[config.mk]
export PLATFORM = sky130hd
export DESIGN_NAME = gllm_front
export DESIGN_NICKNAME = d
export VERILOG_FILES = /design/src/rtl/gllm_pkg.sv /design/src/rtl/gllm_front.sv
export SDC_FILE = /design/constraint.sdc
export NUM_CORES = 1
export LEC_CHECK = 0
export BUFFER_PORTS_ARGS = -buffer_cell sky130_fd_sc_hd__buf_2
export CAP_MARGIN = 20
export CORE_MARGIN = 2
export CORE_UTILIZATION = 35
export CTS_CLUSTER_SIZE = 20
export DETAILED_ROUTE_END_ITERATION = 6
export PLACE_DENSITY_LB_ADDON = 0.08
export SKIP_CTS_REPAIR_TIMING = 1
export SLEW_MARGIN = 0
export SYNTH_ARGS = -nofsm -noshare
export SYNTH_HDL_FRONTEND = slang
export SYNTH_SLANG_ARGS = --single-unit
export TNS_END_PERCENT = 10
[constraint.sdc]
create_clock -name clk -period 4.8 [get_ports clk]
set_input_delay 1.2 -clock clk [delete_from_list [all_inputs] [get_ports clk]]
set_output_delay 1.2 -clock clk [all_outputs]
set_load 0.02 [all_outputs]
[src/rtl/gllm_pkg.sv]
// Shared types, sizes and the Gaussian weight table for the line library matcher.
// No dependencies.
`default_nettype none

package gllm_pkg;

  localparam int LIBRARY_LINES = 64;
  localparam int ISOTOPES      = 64;
  localparam int PEAK_SLOTS    = 16;
  localparam int WTAB_SIZE     = 256;
  localparam int DEFAULT_WIDTH = 80;

  localparam int LIB_AW    = (LIBRARY_LINES > 1) ? $clog2(LIBRARY_LINES) : 1;
  localparam int LCNT_W    = $clog2(LIBRARY_LINES + 1);
  localparam int PEAK_AW   = (PEAK_SLOTS > 1) ? $clog2(PEAK_SLOTS) : 1;
  localparam int PCNT_W    = $clog2(PEAK_SLOTS + 1);
  localparam int RES_DEPTH = (LIBRARY_LINES > ISOTOPES) ? LIBRARY_LINES : ISOTOPES;
  localparam int RES_AW    = (RES_DEPTH > 1) ? $clog2(RES_DEPTH) : 1;
  localparam int RCNT_W    = $clog2(RES_DEPTH + 1);
  localparam int SCAN_W    = $clog2(RES_DEPTH + 1);

  localparam int WIN_W   = 14;
  localparam int TIDX_W  = $clog2(WTAB_SIZE);
  localparam int Q_W     = TIDX_W + 1;
  localparam int NUM_W   = WIN_W + TIDX_W + 2;
  localparam int PROD_W  = 32;
  localparam int SCORE_W = 44;
  localparam int CNT_W   = 13;

  localparam logic STATUS_OK   = 1'b0;
  localparam logic STATUS_FULL = 1'b1;

  typedef enum logic [1:0] {
    MODE_LIB_WR     = 2'd0,
    MODE_PEAK_ADD   = 2'd1,
    MODE_LINE_MATCH = 2'd2,
    MODE_IDENTIFY   = 2'd3
  } mode_t;

  typedef enum logic [1:0] {
    KIND_ACK  = 2'd0,
    KIND_LINE = 2'd1,
    KIND_CAND = 2'd2,
    KIND_NONE = 2'd3
  } kind_t;

  typedef struct packed {
    logic [1:0]  mode;
    logic        clear_first;
    logic [5:0]  isotope_id;
    logic [15:0] energy;
    logic [15:0] intensity;
    logic [11:0] width;
  } in_item_t;

  typedef struct packed {
    logic [1:0]         kind;
    logic               status;
    logic [5:0]         match_isotope;
    logic [15:0]        line_energy;
    logic [15:0]        distance;
    logic [15:0]        line_intensity;
    logic [SCORE_W-1:0] score;
    logic [CNT_W-1:0]   match_count;
    logic               last;
  } out_item_t;

  // Classified command as it sits in the queue
  typedef struct packed {
    mode_t            mode;
    logic             clear_first;
    logic [5:0]       isotope_id;
    logic [15:0]      energy;
    logic [15:0]      intensity;
    logic [WIN_W-1:0] win;
  } cmd_t;

  typedef struct packed {
    logic valid;
    cmd_t cmd;
  } q_head_t;

  typedef struct packed {
    logic [5:0]  iso;
    logic [15:0] energy;
    logic [15:0] intensity;
  } lib_t;

  typedef struct packed {
    logic [CNT_W-1:0]   cnt;
    logic [SCORE_W-1:0] score;
    logic [5:0]         iso;
    logic [15:0]        energy;
    logic [15:0]        delta;
    logic [15:0]        intensity;
  } res_t;

  typedef logic [15:0] wtab_t [WTAB_SIZE];

  localparam longint unsigned S2      = 64'(WTAB_SIZE) * 64'(WTAB_SIZE);
  localparam longint unsigned LN2_Q30 = 64'd744261118;
  localparam longint unsigned ONE_Q30 = 64'd1 << 30;

  // exp(-y) by series, scaled by 2^-n; evaluated at elaboration only
  function automatic logic [15:0] weight_entry(input int unsigned idx);
    longint unsigned e, n, r, f, y, term, v;
    longint          sum;
    int              k;
    e = 64'd36 * 64'(idx) * 64'(idx);
    n = e / S2;
    r = e % S2;
    if (n >= 64'd40) return 16'd0;
    f = (r << 30) / S2;
    y = (f * LN2_Q30) >> 30;
    term = ONE_Q30;
    sum = longint'(ONE_Q30);
    for (k = 1; k <= 16; k++) begin
      term = ((term * y) >> 30) / 64'(k);
      if (k % 2 == 1) sum = sum - longint'(term);
      else sum = sum + longint'(term);
    end
    v = ($unsigned(sum) + (64'd1 << (13 + n))) >> (14 + n);
    return (v > 64'd65535) ? 16'hFFFF : v[15:0];
  endfunction

  function automatic wtab_t build_wtab();
    wtab_t t;
    for (int i = 0; i < WTAB_SIZE; i++) t[i] = weight_entry(i);
    return t;
  endfunction

  localparam wtab_t WTAB = build_wtab();

endpackage

`default_nettype wire

[src/rtl/gllm_front.sv]
// Front end: takes input items, resolves the match window, queues up to two commands.
// Depends on gllm_pkg.
`default_nettype none

module gllm_front import gllm_pkg::*; (
  input  wire logic     clk,
  input  wire logic     rst_n,
  input  wire logic     start,
  output logic          busy,
  input  wire in_item_t in_data,
  input  wire logic     q_pop,
  output q_head_t       q_head
);

  cmd_t       slot_r [2];
  logic       rd_ptr_r;
  logic       wr_ptr_r;
  logic [1:0] cnt_r;
  logic       accept;
  logic [11:0] w_eff;
  cmd_t       cmd_in;

  assign busy   = (cnt_r == 2'd2);
  assign accept = start && !busy;

  always_comb begin
    w_eff = (in_data.width == 12'd0) ? 12'(DEFAULT_WIDTH) : in_data.width;
    cmd_in.mode        = mode_t'(in_data.mode);
    cmd_in.clear_first = in_data.clear_first;
    cmd_in.isotope_id  = in_data.isotope_id;
    cmd_in.energy      = in_data.energy;
    cmd_in.intensity   = in_data.intensity;
    // window is three widths
    cmd_in.win         = WIN_W'(w_eff) + WIN_W'({w_eff, 1'b0});
  end

  always_ff @(posedge clk) begin
    if (!rst_n) begin
      rd_ptr_r <= 1'b0;
      wr_ptr_r <= 1'b0;
      cnt_r    <= 2'd0;
    end else begin
      if (accept) wr_ptr_r <= ~wr_ptr_r;
      if (q_pop) rd_ptr_r <= ~rd_ptr_r;
      unique case ({accept, q_pop})
        2'b10:   cnt_r <= cnt_r + 2'd1;
        2'b01:   cnt_r <= cnt_r - 2'd1;
        default: cnt_r <= cnt_r;
      endcase
    end
  end

  always_ff @(posedge clk) begin
    if (accept) slot_r[wr_ptr_r] <= cmd_in;
  end

  assign q_head.valid = (cnt_r != 2'd0);
  assign q_head.cmd   = slot_r[rd_ptr_r];

endmodule

`default_nettype wire

==> reports/summary.txt <==
clk sinks: 115
routed len/inst: 15.3 µm
Final Hold Fails: 0
Crit Path Max Fanout: 9
layout cells sized above 1: 48.4%
starting density of the core: 35.7%
Syn Std Cell Area: 0.00493 mm²
Slew headroom: 39.4%
unrepaired setup endpoints after global routing: no
Synth Register Bits: 115
Clock Tree Buf Depth: 2
Pwr per Cell Area: 484 mW/mm²
status: finished, final reports clean
vias in the first global route: 2988
die span in x: 123 µm
DP HPWL: 6420 µm
CP required: 4.94 ns
DRT antenna net count: 0
met2 Usage GRT: 21.3%
peak supply drop: 0.236 mV
hold depth: 2
worst hold endpoint: cnt_r[1]$_SDFFE_PN0P_
M1 GR Usage: 15.5%
critical path class: primary input to flip-flop
residual DRC count: 0
worst r2r path cells: 3
number of flops mapped to enable cells by yosys: 110
port bufs: 113
TNS Setup: 0 ns
drt first-iter violations: 182
Routability Congestion: 0.740
die area: 0.0151 mm²
Crit. End Element: flip-flop
Worst-path clk slew: 0.06 ns
number of diodes: 0
Worst Tran Pin Value: 0.908 ns
remaining global-route overflow: 0
Final setup viols: 0
Max-cap violations: 0
Mapped Nets: 373
Cell Count, Final, Fillers Out: 618
Clock Skew: 0.0126 ns
gr usage total: 13.1%
Synth Area per Inst: 16.6 µm²
crit path time final: 3.81 ns
Area Overhead vs Synth: 29.7%
Synth Instances: 298
Initial DRT Pass Iterations: 4
yosys warns: 0
root buf cell: clkbuf_16
first-pass GRT wire length: 14600 µm
Netlist cell types: 44
Inst Count DP: 586
IO Pins: 114
pre-CTS WS: 0.577 ns
RR Startpoint: cnt_r[0]$_SDFFE_PN0P_
fraction of registers with async set/reset: 0%
via/cell ratio: 4.69
Seq/Total Area, Yosys: 69.0%
clk_lat worst skew: 0.40 ns
flop2flop setup slack: 2.78 ns
row count: 43
setup slack after layout: 0.994 ns
fmax: 0.263 GHz
Tcrit/Tclk final: 79.3%
CP startpoint: in_data[0]
Hold Crit Start: cnt_r[1]$_SDFFE_PN0P_
antenna violations before repair: 0
met3 GRT Util: 4.93%
Inserted Clock Buffers: 17
largest net degree at the start of global routing: 55
predominant post-synthesis flop cell: edfxtp_1
startpoint type of the worst setup path: primary input
Final nets: 500
TritonCTS clock tree: yes
Core Area: 0.0138 mm²
Worst Path Arrival: 3.94 ns
Final Total Pwr: 3090 µW
CTS HTree Levels: 4
RR Endpoint: slot_r[1][9]$_DFFE_PP_
via count: 2901
busiest grt layer: met2
Die Y: 123 µm
Static Leakage: 0.00251 µW
Routed WL: 9480 µm
Slew Viols, Final: 0
Hold Path Class: flip-flop to flip-flop
logic make-up after synthesis:
| group | after synthesis | share of synthesized area (%) |
|---|---|---|
| AO/OA/AOI/OAI | 36 | 5.28 |
| XOR/XNOR | 9 | 1.60 |
| adder cells (fa/ha/maj) | 18 | 4.72 |
| buffers and inverters | 20 | 1.55 |
| flip-flops | 115 | 69.0 |
| multiplexers | 57 | 13.0 |
| AND/OR/NAND/NOR | 43 | 4.90 |
where the power goes:
group          total [µW]  internal (µW)  switching (µW)  leakage, µW
Clock                1380            976             406     0.000321
Sequential           1250           1220            29.4      0.00107
Combinational         457            184             273      0.00112
Total                3090           2380             709      0.00251
Yosys cell counts, types with 3 or more instances:
library cell,n,area share [%]
dfxtp_1,5,2.0
nor2_1,6,0.46
ha_1,17,4.3
a21oi_1,8,0.81
a21o_1,3,0.46
xor2_1,3,0.53
o21ai_0,3,0.30
mux2_2,55,13
clkbuf_1,9,0.68
xnor2_1,6,1.1
nand3_1,3,0.30
inv_1,10,0.76
o21a_1,3,0.46
o31ai_1,3,0.46
edfxtp_1,110,67
and2_1,9,1.1
nand2_1,8,0.61
nand2b_1,4,0.51
flip-flops by register name, indices dropped and copies added, names as in the netlist, named ones only:
| signal | flops |
|---|---|
| slot_r | 110 |
| rd_ptr_r | 1 |
| cnt_r | 2 |
| wr_ptr_r | 1 |
cell usage in the layout (no fill, tap or decap), types with 5 or more instances in the layout:
master     netlist  routed
buf_2            1     113
and2_1           9       9
xnor2_1          6       6
edfxtp_1       110     110
inv_1           10      10
clkbuf_16        0      17
a21oi_1          8       8
buf_4            0       5
nand2_1          8       8
nor2_1           6       5
ha_1            17      17
bufinv_16        0       5
mux2_2          55      55
worst max path at each step:
stage               slack [ns]  cells after the start                       to
finish                    0.99                     12  slot_r[1][12]$_DFFE_PP_
global route              0.78                     12  slot_r[1][12]$_DFFE_PP_
CTS                       0.98                     12  slot_r[1][12]$_DFFE_PP_
detailed placement        0.58                     12  slot_r[0][12]$_DFFE_PP_
global placement          0.59                     12  slot_r[0][12]$_DFFE_PP_
floorplan                 0.73                      2   slot_r[0][0]$_DFFE_PP_
stage by stage:
stage,instance area (µm²),utilization [%],hold WS (ns)
floorplan,4930,-,0.473
global route,6390,46.2,0.547
CTS,6390,46.2,0.514
global placement,5730,41.5,0.490
finish,6390,46.2,0.511
detailed placement,5730,41.5,0.505
routing by layer:
metal,up-vias,share of wire [%]
li1,1408,-
met1,1404,44
met2,85,48
met3,4,6.6
met4,0,0.86
met5,-,0
worst max-delay path, stage by stage:
cell      delay, ns
buf_2          0.11
inv_1          0.05
ha_1           0.14
and4bb_2       0.26
nand4_1        0.27
and2_1         0.30
ha_1           0.31
a211o_2        0.14
o211ai_1       0.11
a311o_1        0.36
or3_1          0.32
o311a_1        0.38
cell type report:
type,count,area (µm²)
clock buffers,24,492
clock inverters,8,171
fillers,1217,7430
inverters,10,37.5
multi-input cells,163,1460
flip-flops and latches,115,3400
well taps,180,225
repair buffers,118,603
No activity file was read; power rests on OpenSTA's default activity.
